<file path="config.mk">
export PLATFORM = sky130hd
export DESIGN_NAME = config_directive_tokenizer
export DESIGN_NICKNAME = d
export VERILOG_FILES = /design/src/cdt_pkg.sv /design/src/config_directive_tokenizer.sv
export SDC_FILE = /design/constraint.sdc
export NUM_CORES = 1
export LEC_CHECK = 0
export BUFFER_PORTS_ARGS = -buffer_cell sky130_fd_sc_hd__buf_4
export CAP_MARGIN = 30
export CORE_MARGIN = 2
export CORE_UTILIZATION = 50
export CTS_CLUSTER_DIAMETER = 100
export CTS_CLUSTER_SIZE = 25
export DETAILED_ROUTE_END_ITERATION = 7
export PLACE_DENSITY = 0.71
export SYNTH_ARGS = -nofsm -noshare
export SYNTH_HDL_FRONTEND = slang
export SYNTH_SLANG_ARGS = --single-unit
export TNS_END_PERCENT = 50
</file>
<file path="constraint.sdc">
create_clock -name clk_i -period 6.9 [get_ports clk_i]
set_input_delay 1.035 -clock clk_i [delete_from_list [all_inputs] [get_ports clk_i]]
set_output_delay 1.035 -clock clk_i [all_outputs]
set_load 0.1 [all_outputs]
</file>
<file path="src/cdt_pkg.sv">
// ----------------------------------------------------------------------------
// cdt_pkg
// Shared types and constants for the configuration directive tokenizer:
// result kinds, field widths, the result record and the special characters.
// ----------------------------------------------------------------------------
package cdt_pkg;

  // Field widths of a result transaction
  localparam int unsigned KIND_W = 3;
  localparam int unsigned TOK_W  = 32;

  // Default parameter values
  localparam int unsigned OFFSET_BITS_DEF = 32;
  localparam int unsigned NEST_BITS_DEF   = 8;

  // Result kinds
  localparam logic [KIND_W-1:0] K_NAME       = 3'd0;
  localparam logic [KIND_W-1:0] K_ARG        = 3'd1;
  localparam logic [KIND_W-1:0] K_END        = 3'd2;
  localparam logic [KIND_W-1:0] K_INCOMPLETE = 3'd3;
  localparam logic [KIND_W-1:0] K_OVERFLOW   = 3'd4;

  // Special characters
  localparam logic [7:0] CH_LBRACE  = 8'h7B;
  localparam logic [7:0] CH_RBRACE  = 8'h7D;
  localparam logic [7:0] CH_SEMI    = 8'h3B;
  localparam logic [7:0] CH_HASH    = 8'h23;
  localparam logic [7:0] CH_BSLASH  = 8'h5C;
  localparam logic [7:0] CH_NEWLINE = 8'h0A;
  localparam logic [7:0] CH_SPACE   = 8'h20;
  localparam logic [7:0] CH_TAB     = 8'h09;
  localparam logic [7:0] CH_CR      = 8'h0D;

  // One result record
  typedef struct packed {
    logic [KIND_W-1:0] kind;
    logic [TOK_W-1:0]  offset;
    logic [TOK_W-1:0]  length;
    logic              done;
  } cdt_result_t;

endpackage

</file>
<file path="src/config_directive_tokenizer.sv">
// ----------------------------------------------------------------------------
// config_directive_tokenizer
// Tokenizes configuration directives, one byte per cycle unless stalled.
// ----------------------------------------------------------------------------
// Usage:
//   Input channel (in_valid_i / in_ready_o) carries one text byte per
//   transaction, with final_byte_i marking the last byte of a buffer.
//   Output channel (out_valid_o / out_ready_i) carries one token report per
//   transaction: kind, start offset, length and a directive-complete flag.
//   A byte gives zero, one or two reports.
//   An accepted byte is held in the input register until the parse step fires
//   and writes its reports into the four-entry result queue. Its first report
//   is offered from the queue in the cycle after the parse step and can be
//   taken at an edge where out_ready_i is high.
//   Throughput: one byte per cycle. The parse step fires whenever the queue
//   has two free entries, so with out_ready_i high the block never stalls.
//   When the receiver stalls the queue fills and the input register holds;
//   in_ready_o drops once the input register is full and cannot move on.
//   Reset clears the parser state, the byte position, the input register
//   and the queue. After a transaction with final_byte_i set the parser
//   state and byte position return to their reset values.
// ----------------------------------------------------------------------------
module config_directive_tokenizer #(
  parameter int unsigned OFFSET_BITS = cdt_pkg::OFFSET_BITS_DEF,
  parameter int unsigned NEST_BITS   = cdt_pkg::NEST_BITS_DEF
) (
  input  logic                       clk_i,
  input  logic                       rst_ni,
  input  logic                       in_valid_i,
  output logic                       in_ready_o,
  input  logic [7:0]                 text_byte_i,
  input  logic                       final_byte_i,
  output logic                       out_valid_o,
  input  logic                       out_ready_i,
  output logic [cdt_pkg::KIND_W-1:0] event_kind_o,
  output logic [cdt_pkg::TOK_W-1:0]  token_offset_o,
  output logic [cdt_pkg::TOK_W-1:0]  token_length_o,
  output logic                       directive_done_o
);
  import cdt_pkg::*;

  // Parse modes
  localparam logic [2:0] M_IDLE    = 3'd0;
  localparam logic [2:0] M_NAME    = 3'd1;
  localparam logic [2:0] M_GAP     = 3'd2;
  localparam logic [2:0] M_ARG     = 3'd3;
  localparam logic [2:0] M_BRACE   = 3'd4;
  localparam logic [2:0] M_COMMENT = 3'd5;

  localparam logic [1:0] R_IDLE = 2'd0;

  // Result queue geometry
  localparam int unsigned FifoDepth = 4;
  localparam int unsigned PtrW      = $clog2(FifoDepth);
  localparam int unsigned CntW      = $clog2(FifoDepth + 1);
  localparam logic [CntW-1:0] SpaceLimit = CntW'(FifoDepth - 2);

  function automatic logic is_space(input logic [7:0] c);
    return (c == CH_SPACE) || (c == CH_NEWLINE) || (c == CH_TAB) || (c == CH_CR);
  endfunction

  function automatic logic is_letter(input logic [7:0] c);
    return ((c >= 8'h61) && (c <= 8'h7A)) || ((c >= 8'h41) && (c <= 8'h5A));
  endfunction

  // Input register
  logic       in_valid_q;
  logic [7:0] text_q;
  logic       final_q;

  // Parser state
  logic [2:0]             mode_q, mode_d;
  logic [1:0]             ret_q, ret_d;
  logic                   esc_q, esc_d;
  logic [OFFSET_BITS-1:0] pos_q, pos_d;
  logic [OFFSET_BITS-1:0] begin_q, begin_d;
  logic [NEST_BITS-1:0]   depth_q, depth_d;

  // Result queue
  cdt_result_t         fifo_q [FifoDepth];
  logic [PtrW-1:0]     head_q, tail_q;
  logic [CntW-1:0]     count_q, count_d;

  logic                fire;
  logic                pop;
  logic                tok_v, inc_v;
  cdt_result_t         tok_r, inc_r;

  // Parse step fires when the queue can take two reports
  assign fire       = in_valid_q && (count_q <= SpaceLimit);
  assign in_ready_o = !in_valid_q || fire;

  // Hold or load the input register
  always_ff @(posedge clk_i or negedge rst_ni) begin
    if (!rst_ni) begin
      in_valid_q <= 1'b0;
    end else if (in_valid_i && in_ready_o) begin
      in_valid_q <= 1'b1;
    end else if (fire) begin
      in_valid_q <= 1'b0;
    end
  end

  always_ff @(posedge clk_i) begin
    if (in_valid_i && in_ready_o) begin
      text_q  <= text_byte_i;
      final_q <= final_byte_i;
    end
  end

  // Parse one byte
  always_comb begin
    logic [7:0]             c;
    logic                   do_handle;
    logic                   literal;
    logic [OFFSET_BITS-1:0] len;
    logic [KIND_W-1:0]      tkind;
    logic                   open_dir;

    c         = text_q;
    do_handle = 1'b0;
    literal   = 1'b1;
    len       = pos_q - begin_q;
    tkind     = (mode_q == M_NAME) ? K_NAME : K_ARG;
    open_dir  = 1'b0;

    mode_d  = mode_q;
    ret_d   = ret_q;
    esc_d   = esc_q;
    begin_d = begin_q;
    depth_d = depth_q;
    pos_d   = pos_q + OFFSET_BITS'(1);

    tok_v        = 1'b0;
    tok_r.kind   = K_ARG;
    tok_r.offset = TOK_W'(begin_q);
    tok_r.length = TOK_W'(len);
    tok_r.done   = 1'b0;

    inc_v        = 1'b0;
    inc_r.kind   = K_INCOMPLETE;
    inc_r.offset = TOK_W'(pos_q);
    inc_r.length = '0;
    inc_r.done   = 1'b0;

    if (mode_q == M_COMMENT) begin
      // Drop comment bytes up to the newline
      if (c == CH_NEWLINE) begin
        mode_d = {1'b0, ret_q};
      end
    end else if (mode_q == M_BRACE) begin
      // Track inner braces; the closing brace ends the directive
      if (c == CH_RBRACE) begin
        if (depth_q == '0) begin
          tok_v      = 1'b1;
          tok_r.kind = K_ARG;
          tok_r.done = 1'b1;
          mode_d     = M_IDLE;
        end else begin
          depth_d = depth_q - NEST_BITS'(1);
        end
      end else if (c == CH_LBRACE) begin
        if (depth_q == '1) begin
          tok_v        = 1'b1;
          tok_r.kind   = K_OVERFLOW;
          tok_r.offset = TOK_W'(pos_q);
          tok_r.length = '0;
          mode_d       = M_IDLE;
          depth_d      = '0;
        end else begin
          depth_d = depth_q + NEST_BITS'(1);
        end
      end
    end else if (esc_q) begin
      // Swallow whitespace after a backslash
      if (!is_space(c)) begin
        esc_d     = 1'b0;
        do_handle = 1'b1;
        literal   = (c != CH_SEMI);
      end
    end else if (c == CH_BSLASH) begin
      esc_d = 1'b1;
    end else begin
      do_handle = 1'b1;
    end

    if (do_handle) begin
      case (mode_q)
        M_IDLE: begin
          if (is_letter(c)) begin
            begin_d = pos_q;
            mode_d  = M_NAME;
          end else if (c == CH_HASH) begin
            ret_d  = R_IDLE;
            mode_d = M_COMMENT;
          end
        end
        M_NAME, M_ARG: begin
          tok_r.kind = tkind;
          if (c == CH_HASH) begin
            ret_d  = mode_q[1:0];
            mode_d = M_COMMENT;
          end else if (is_space(c) && literal) begin
            tok_v  = 1'b1;
            mode_d = M_GAP;
          end else if (c == CH_LBRACE) begin
            tok_v   = 1'b1;
            mode_d  = M_BRACE;
            depth_d = '0;
            begin_d = pos_q + OFFSET_BITS'(1);
          end else if ((c == CH_SEMI) && literal) begin
            tok_v      = 1'b1;
            tok_r.done = 1'b1;
            mode_d     = M_IDLE;
          end
        end
        M_GAP: begin
          if (c == CH_HASH) begin
            ret_d  = M_GAP[1:0];
            mode_d = M_COMMENT;
          end else if ((is_space(c) || (c == CH_BSLASH)) && literal) begin
            mode_d = M_GAP;
          end else if ((c == CH_SEMI) && literal) begin
            tok_v        = 1'b1;
            tok_r.kind   = K_END;
            tok_r.offset = TOK_W'(pos_q);
            tok_r.length = '0;
            tok_r.done   = 1'b1;
            mode_d       = M_IDLE;
          end else if (c == CH_LBRACE) begin
            mode_d  = M_BRACE;
            depth_d = '0;
            begin_d = pos_q + OFFSET_BITS'(1);
          end else begin
            begin_d = pos_q;
            mode_d  = M_ARG;
          end
        end
        default: begin
          mode_d = M_IDLE;
        end
      endcase
    end

    // Close the buffer: report an open directive, then clear all state
    if (final_q) begin
      open_dir = ((mode_d >= M_NAME) && (mode_d <= M_BRACE)) ||
                 ((mode_d == M_COMMENT) && (ret_d != R_IDLE));
      inc_v   = open_dir;
      mode_d  = M_IDLE;
      ret_d   = R_IDLE;
      esc_d   = 1'b0;
      pos_d   = '0;
      begin_d = '0;
      depth_d = '0;
    end
  end

  // Advance parser state
  always_ff @(posedge clk_i or negedge rst_ni) begin
    if (!rst_ni) begin
      mode_q  <= M_IDLE;
      ret_q   <= R_IDLE;
      esc_q   <= 1'b0;
      pos_q   <= '0;
      begin_q <= '0;
      depth_q <= '0;
    end else if (fire) begin
      mode_q  <= mode_d;
      ret_q   <= ret_d;
      esc_q   <= esc_d;
      pos_q   <= pos_d;
      begin_q <= begin_d;
      depth_q <= depth_d;
    end
  end

  // Result queue: push up to two reports, pop one
  logic [1:0]  push_n;
  cdt_result_t first_r;

  assign pop     = out_valid_o && out_ready_i;
  assign push_n  = fire ? ({1'b0, tok_v} + {1'b0, inc_v}) : 2'd0;
  assign first_r = tok_v ? tok_r : inc_r;
  assign count_d = count_q + CntW'(push_n) - CntW'(pop);

  always_ff @(posedge clk_i or negedge rst_ni) begin
    if (!rst_ni) begin
      head_q  <= '0;
      tail_q  <= '0;
      count_q <= '0;
    end else begin
      head_q  <= head_q + PtrW'(pop);
      tail_q  <= tail_q + PtrW'(push_n);
      count_q <= count_d;
    end
  end

  always_ff @(posedge clk_i) begin
    if (push_n != 2'd0) begin
      fifo_q[tail_q] <= first_r;
    end
    if (push_n == 2'd2) begin
      fifo_q[tail_q + PtrW'(1)] <= inc_r;
    end
  end

  // Drive the output channel from the queue head
  assign out_valid_o      = (count_q != '0);
  assign event_kind_o     = fifo_q[head_q].kind;
  assign token_offset_o   = fifo_q[head_q].offset;
  assign token_length_o   = fifo_q[head_q].length;
  assign directive_done_o = fifo_q[head_q].done;

endmodule

</file>
## Yosys cells after proc, flatten, opt, wreduce, memory -nomap -nowiden

Memories as Yosys holds them, arrays and structs flattened.
Index checks and enable logic that the tools add are counted.

- Add/sub/neg operators: 10
- Magnitude comparators: 7
- Equality and inequality tests: 27
- Muxes and demuxes: 111
- Reduce and logical (&&, ||, !) cells: 29

Operator list:

| cell | number |
|---|---|
| $mux 68 | 7 |
| $mux 32 | 11 |
| $mux 67 | 2 |
| $mux 64 | 2 |
| $mux 8 | 14 |
| $pmux 32 s3 | 1 |
| $mux 3 | 20 |
| $mux 1 | 41 |
| $add 32x1->32 const B | 1 |
| $sub 32x32->32 | 1 |
| $eq 8x4->1 const B | 3 |
| $eq 8x6->1 const B | 3 |
| $eq 8x7->1 const B | 3 |
| $ne 3x3->1 const B | 7 |
| $ge 8x7->1 const B | 2 |
| $le 8x7->1 const B | 2 |
| $pmux 8 s2 | 1 |
| $mux 2 | 7 |
| $logic_and 1x1->1 | 10 |
| $reduce_and 10->1 | 1 |
| $eq 3x3->1 const B | 3 |
| $pmux 3 s3 | 1 |
| $add 8x1->8 const B | 1 |
| $eq 8x8->1 const B | 1 |
| other kinds (27) | 39 |

- Register bits after elaboration: 95
- Bits in writable memories: 272
- Input bits: 13
- Output and inout bits: 70
- Word-level logic and storage cells: 197
- Memories kept: 1

Memory list:

| memory | words | bits a word | read ports | clocked after memory_dff | write ports | RTL line | source |
|---|---|---|---|---|---|---|---|
| fifo_q | 4 | 68 | 1 | 0 | 2 | config_directive_tokenizer.sv:80 | `cdt_result_t fifo_q [FifoDepth];` |

## Logic depth before layout (Yosys ltp)

Gate-level depths: netlist of run 1.

- Depth after elaboration: 24
- Mapped depth: 20
- Depth with buffers taken out: 19

## Least setup slack after synthesis of run 1

No wires, ideal clock.

- Kind: reg2reg
- Start point: register text_q[1]
- End point: memory fifo_q[3][33] (netlist bit), enable pin
- Library setup time: 0.388 ns
- Data arrival time: 3.856 ns
- Required time: 6.512 ns
- Path slack: 2.655 ns
- Cell stages (with the launch flop): 18
- Buffers on the path: 2
- Period minus slack after synthesis: 4.245 ns
- Cells stage by stage: edfxtp_1 -> buf_4 -> or3b_1 -> a21boi_0 -> o21a_1 -> a21o_1 -> nand2b_1 -> o311ai_0 -> a21oi_1 -> a21boi_0 -> o211a_1 -> ha_1 -> clkbuf_1 -> mux2_2 -> nand2_1 -> inv_1 -> nand2_1 -> inv_1

RTL lines:

| element | RTL line | source |
|---|---|---|
| start: declaration | config_directive_tokenizer.sv:68 | `logic [7:0] text_q;` |
| start signal: assignment | config_directive_tokenizer.sv:106 | `text_q <= text_byte_i;` |
| end: declaration | config_directive_tokenizer.sv:80 |  |

==> results of run 1 <==
synth_stat cells, drive strengths merged (9+ instances only):
cell       n
o21ai    257
nor2      81
dfrtp     86
edfxtp   137
o2bb2ai   60
and3      11
nor3      39
o31ai     10
mux4      68
a211oi     9
nand3     24
nand2    317
nand2b    13
a21o       9
a21oi     75
xnor2     43
o31a       9
dfxtp    144
nand4     11
inv       57
xor2      22
clkbuf    94
a22o      59
buf       38
or3       11
ha        40
path summary, 6_finish.rpt:
path | end | depth (start not counted) | slack (ns) | from
min in group asynchronous | ret_q[1] | 1 | 0.46 | rst_ni
max in group asynchronous | begin_q[17] | 2 | 5.33 | rst_ni
worst min-delay path | fifo_q[2][24] | 2 | 0.45 | fifo_q[2][24]
worst max-delay path | fifo_q[2][43] | 17 | 1.78 | text_q[1]
worst max register to register | fifo_q[2][43] | 17 | 1.78 | text_q[1]
worst min register to register | fifo_q[2][24] | 2 | 0.45 | fifo_q[2][24]
power by group through the flow:
| stage | Sequential, mW | Clock, mW | Combinational [mW] |
|---|---|---|---|
| final | 2.58 | 1.26 | 3.38 |
| after detailed placement | 2.69 | 0 | 3.29 |
| after floorplan | 2.47 | 0 | 2.61 |
| after global routing | 2.61 | 1.36 | 3.55 |
| after global placement | 2.68 | 0 | 3.27 |
| after CTS | 2.64 | 1.28 | 3.31 |
critical path, stage by stage, from the launching register on:
cell,delay (ns)
edfxtp_1,0.53
or3b_1,0.43
a21boi_0,0.19
o21a_1,0.24
a21o_1,0.28
nand2b_1,0.14
o311ai_0,0.19
a21oi_1,0.21
a21boi_0,0.09
o211a_1,0.25
ha_1,0.42
nor2_1,0.18
o21ai_0,0.10
nand2_1,0.10
nand2_1,0.06
buf_4,0.29
inv_1,0.59
buf_4,0.47
placed cells by master, fill, tap and decap left out, types with 40 or more instances in the layout:
cell type / netlist / layout
a21oi_1: 73 / 73
nand2_1: 316 / 314
xnor2_1: 43 / 43
edfxtp_1: 137 / 137
nor2_1: 77 / 77
o21ai_0: 241 / 241
o2bb2ai_1: 59 / 59
buf_4: 7 / 105
inv_1: 57 / 57
mux4_2: 68 / 68
ha_1: 40 / 40
dfxtp_1: 144 / 144
dfrtp_1: 86 / 84
a22o_1: 59 / 59
through the flow:
step / std cells / hold slack (ns) / setup WS, ns
final: 2309 / 0.453 / 1.78
after global routing: 2309 / 0.479 / 1.41
after CTS: 2307 / 0.458 / 1.80
after detailed placement: 2275 / 0.439 / 1.85
after global placement: 2269 / 0.428 / 1.90
after floorplan: 1828 / 0.420 / 2.66
metal layers:
metal | vias up | track usage (%) | wire, um
met3 | 81 | 3.35 | 2750
met5 | - | 0 | 0
met1 | 7002 | 33.5 | 20900
met2 | 433 | 44.6 | 24600
li1 | 6653 | - | -
met4 | 0 | 8.19 | 1360
logic make-up after synthesis:
group,synth area share [%]
adder cells (fa/ha/maj),2.91
AND/OR/NAND/NOR,13.1
XOR/XNOR,3.06
AO/OA/AOI/OAI,18.6
flip-flops,49.2
buffers and inverters,4.34
multiplexers,8.74
layout make-up:
| type | instances | area [sq um] |
|---|---|---|
| Timing Repair Buffer | 113 | 951 |
| Clock inverter | 3 | 45.0 |
| Tap cell | 468 | 586 |
| Sequential cell | 367 | 9160 |
| Inverter | 57 | 214 |
| Fill cell | 3170 | 16500 |
| Clock buffer | 29 | 513 |
| Multi-Input combinational cell | 1272 | 8650 |
flip-flops by register name, summed over array words and instances, names as in the netlist:
register / count
esc_q: 1
depth_q: 8
in_valid_q: 1
final_q: 1
mode_q: 3
count_q: 3
pos_q: 32
head_q: 2
text_q: 8
ret_q: 2
begin_q: 32
tail_q: 2
fifo_q: 272
==> metrics.txt, run 1 <==
internal power=3.83 mW; Post-CTS Resized=0; Residual DRC=0; share of cells above drive strength 1=12.8%; Synth top area share=22.1%; CTS tree=yes; Final Hold Fails=0; area grow syn2layout=8.17%; EDFF count, synth=137; syn_area_per_cell=10.2 sq um; PD cells=359 mW/mm^2; vias in the first global route=14.0k; IO Count=83; initial antenna violation count=0; Max Cap Viol=0; ANT nets after route=0; largest fanout on the critical path=35; die area=0.0387 sq mm; Reg clk slew, reported paths=0.10 ns; Setup TNS=0 ns; static leakage=7.29 nW; clock skew=0.0381 ns; Final Cell Area=0.0201 sq mm; Net Sw Frac=46.9%; Synth Instances=1828; Initial Util=50.8%; Post-DP Area=0.0195 sq mm; Worst Max-Slew Pin Slew=0.847 ns; root buf cell=clkbuf_16; Ys Warns=0; H-Tree Depth=1; top cells by area, synth=edfxtp_1 (22%), dfxtp_1 (16%), dfrtp_1 (12%); GP Congestion=0.891; power share of the sequential group=35.7%; max-slew violation count=0; largest net degree at the start of global routing=58; Max transition margin=43.0%; buffer depth of the longest clock path=3; Via density=6.14; Pwr Total=7.23 mW; register area share after synthesis=49.2%; DR vias=14.2k; drt pass-1 iters=5; Async SR Flop Fraction=23.4%; Clk pwr share=17.5%; crit share post-route=74.2%; synthesized area=0.0186 sq mm; CP Launch Type=register; first-pass GRT wire length=78300 um; CP endpoint kind=register; drt initial violations=1179; Routed wire per std cell=21.5 um; number of library cell types mapped by synthesis=79; # Post-CTS Setup Buffers=0; GRT Total Usage=25.7%; fmax=195 MHz; sw power=3.39 mW; critical path type=reg -> reg; CTS hold repair buffers=0; Sink Count=367; row count=70; WP data arrival=5.32 ns; port bufs=82; GRT Residual Overflow=0; Die Wd=197 um; Core ar.=0.0366 sq mm; TritonCTS Buffers=19; Top FF cell, synth=dfxtp_1; final setup fails=0; post-synthesis register bit count=367; worst skew pair latency=0.55 ns; Final min period=5.12 ns; Worst Hold Class=reg -> reg; RSZ-0062 raised after global routing=false; Max IR drop VDD=387 uV; dpl hpwl=32300 um; logic gate share of total power=46.8%; die height=197 um; synthesized net count=1883; status=finished clean; Post-Route WL=49600 um; CP required=7.10 ns; Layout Nets=1885; antenna cells=0; Finished Core Util=54.9%; post-synth top area cell=edfxtp_1
No activity file was read; power rests on OpenSTA's default activity.
==> run 2, diff against run 1 <==
Settings changed: ABC_AREA set to 1, PLACE_DENSITY 0.71 to 0.73.
Clock period 6.9 ns to 4.2 ns, I/O delays scaled along.
==> metrics.txt, run 2 <==
launching point of the worst reg2reg path=depth_q[0] (was text_q[1]); die area=0.0431 sq mm (was 0.0387 sq mm); clock skew=0.0256 ns (was 0.0381 ns); most frequent cells after synthesis=nand2_1 (997), o21ai_0 (296), nor2_1 (252) (was nand2_1 (316), o21ai_0 (241), dfxtp_1 (144)); first-pass GRT wire length=106000 um (was 78300 um); critical path type=reg -> reg (unchanged); Core ar.=0.0409 sq mm (was 0.0366 sq mm); vias in the first global route=18.7k (was 14.0k); PD cells=768 mW/mm^2 (was 359 mW/mm^2); Final Hold Fails=0 (unchanged); GRT Residual Overflow=0 (unchanged); die height=208 um (was 197 um); Routed wire per std cell=20.2 um (was 21.5 um); r2r setup slk=0.39 ns (was 1.78 ns); Residual DRC=0 (unchanged); CP peak stage delay=0.43 ns (was 0.59 ns); WP data arrival=4.13 ns (was 5.32 ns); Worst Hold Class=in -> async (was reg -> reg); post-synthesis register bit count=367 (unchanged); Async SR Flop Fraction=23.4% (unchanged); H-Tree Depth=1 (unchanged); Worst Max-Slew Pin Slew=0.871 ns (was 0.847 ns); Sink Count=367 (unchanged); root buf cell=clkbuf_16 (unchanged); CP required=4.52 ns (was 7.10 ns); Clk pwr share=12.6% (was 17.5%); initial antenna violation count=0 (unchanged); Worst R2R End=fifo_q[0][35] (was fifo_q[2][43]); crit share post-route=90.8% (was 74.2%); antenna cells=0 (unchanged); CP endpoint kind=register (unchanged); met3 GRT Util=2.93% (was 3.35%); Die Wd=208 um (was 197 um); synthesized net count=2929 (was 1883); top flop regs=fifo_q: 272 flops, begin_q: 32 flops, pos_q: 32 flops (unchanged); commonest non-fill, non-tap cell in the layout=nand2_1 (unchanged); Ys Warns=0 (unchanged); Post-Route WL=68800 um (was 49600 um); drt initial violations=1932 (was 1179); EDFF count, synth=137 (unchanged); DR vias=19.7k (was 14.2k); static leakage=10.0 nW (was 7.29 nW); R2R cell count=26 (was 17); Net Sw Frac=57.4% (was 46.9%); register area share after synthesis=44.1% (was 49.2%); GP Congestion=0.980 (was 0.891); top cells by area, synth=edfxtp_1 (20%), nand2_1 (18%), dfxtp_1 (14%) (was edfxtp_1 (22%), dfxtp_1 (16%), dfrtp_1 (12%)); Max Cap Viol=0 (unchanged); row count=74 (was 70); worst skew pair latency=0.56 ns (was 0.55 ns); Max IR drop VDD=934 uV (was 387 uV); CP Launch Type=register (unchanged); max reg flops=272 (unchanged); Initial Util=50.7% (was 50.8%); buffer depth of the longest clock path=3 (unchanged); power share of the sequential group=25.4% (was 35.7%); Synth Instances=2874 (was 1828); share of cells above drive strength 1=7.50% (was 12.8%); commonest cells after routing, fill and taps aside=nand2_1 (995), o21ai_0 (295), nor2_1 (250), inv_1 (195), nand3_1 (147) (was nand2_1 (314), o21ai_0 (241), dfxtp_1 (144), edfxtp_1 (137), buf_4 (105)); TritonCTS Buffers=19 (unchanged); status=finished clean (unchanged); GRT Total Usage=31.2% (was 25.7%); post-synth top area cell=edfxtp_1 (unchanged); Setup TNS=0 ns (unchanged); final setup fails=0 (unchanged); number of library cell types mapped by synthesis=47 (was 79); dpl hpwl=46300 um (was 32300 um); Non-Filler Instances=3397 (was 2309); fmax=262 MHz (was 195 MHz); Via density=5.81 (was 6.14); area grow syn2layout=7.77% (was 8.17%); Top reg by flops=fifo_q (unchanged); most used cell along the critical path=nand2_1; Critical-path top delay cell=dfrtp_1 (was inv_1); sw power=9.86 mW (was 3.39 mW); port bufs=82 (unchanged); synthesized area=0.0208 sq mm (was 0.0186 sq mm); GRT busiest layer=met2 (unchanged); largest net degree at the start of global routing=93 (was 58); WP buf/inv=6 (was 3); syn_area_per_cell=7.22 sq um (was 10.2 sq um); ANT nets after route=0 (unchanged); RSZ-0062 raised after global routing=false (unchanged); largest fanout on the critical path=48 (was 35); most frequent cell after synthesis=nand2_1 (unchanged); Top FF cell, synth=dfxtp_1 (unchanged); logic gate share of total power=62.0% (was 46.8%); internal power=7.31 mW (was 3.83 mW); Crit path max-delay family=simple AND/OR/NAND/NOR gates (was compound AO/OA/AOI/OAI gates); Max transition margin=41.8% (was 43.0%); Layout Nets=2908 (was 1885); Reg clk slew, reported paths=0.10 ns (about the same); met1 Use GR=43.6% (was 33.5%); CTS tree=yes (unchanged); Post-Place Cells=3364 (was 2275); IO Count=83 (unchanged); drt pass-1 iters=5 (unchanged); Synth top area share=19.8% (was 22.1%); Final min period=3.81 ns (was 5.12 ns); max-slew violation count=0 (unchanged); met2 usage=50.5% (was 44.6%)
run 2: worst max path at each step:
| stage | startpoint | to | slack [ns] | depth (start not counted) |
|---|---|---|---|---|
| after global placement | text_q[4] | fifo_q[0][35] | 0.30 | 25 |
| final | depth_q[0] | fifo_q[0][35] | 0.39 | 26 |
| after CTS | text_q[4] | fifo_q[2][6] | 0.22 | 25 |
| after floorplan | depth_q[0] | fifo_q[3][3] | 0.42 | 26 |
| after detailed placement | text_q[4] | fifo_q[2][21] | 0.28 | 25 |
| after global routing | text_q[4] | fifo_q[0][55] | 0.001 | 25 |
run 2: metrics by stage:
stage | worst slack, ns | instance area (sq um) | power (mW) | hold slack, ns | util, %
after global placement | 0.299 | 21800 | 14.9 | 0.432 | 53.2
after CTS | 0.218 | 22300 | 17.1 | 0.189 | 54.6
after floorplan | 0.416 | 20800 | 12.3 | 0.334 | -
after detailed placement | 0.277 | 21800 | 15.0 | 0.434 | 53.2
final | 0.387 | 22400 | 17.2 | 0.154 | 54.7
after global routing | 0.00137 | 22400 | 17.9 | 0.206 | 54.7
run 2: worst reg2reg max path: cells and delay by family, from the launching register on:
family                   cells  cell delay (ns)
AND/OR/NAND/NOR             18             1.77
buffers and inverters        6             0.86
flip-flops                   1             0.43
adder cells (fa/ha/maj)      2             0.52
run 2: metal layers:
metal	part of all wire, %	vias to the layer above
li1	-	9393
met1	43	9312
met2	46	898
met3	7.9	138
met4	3.7	0
met5	0	-
run 2: logic make-up after synthesis:
family / synth area share (%)
buffers and inverters: 7.40
xor gates and xnor gates: 2.07
adders and majority gates: 2.60
and+or+nand+nor: 30.1
AOI/OAI and AO/OA: 13.7
DFF: 44.1
run 2: what timing repair did:
| item | CTS | global route |
|---|---|---|
| resized for setup | 0 | 9 |
| hold buffers | 0 | 0 |
| buffers inserted | 0 | 0 |
| setup endpoints to repair | 0 | 202 |
run 2: final cells by class:
class | count | area, sq um
fill | 3927 | 18600
multi-input combinational | 2126 | 10100
sequential | 367 | 9150
timing repair buffer | 122 | 1050
inverter | 217 | 821
tap | 532 | 666
clock buffer | 28 | 509
clock inverter | 5 | 72.6
run 2: power by group through the flow:
stage          Clock (mW)  Combinational (mW)  Sequential [mW]
2_1_floorplan           0                7.99             4.26
3_3_place_gp            0                10.5             4.41
3_5_place_dp            0                10.5             4.42
4_1_cts              2.19                10.6             4.34
5_1_grt              2.31                11.3             4.39
6_report             2.17                10.6             4.35
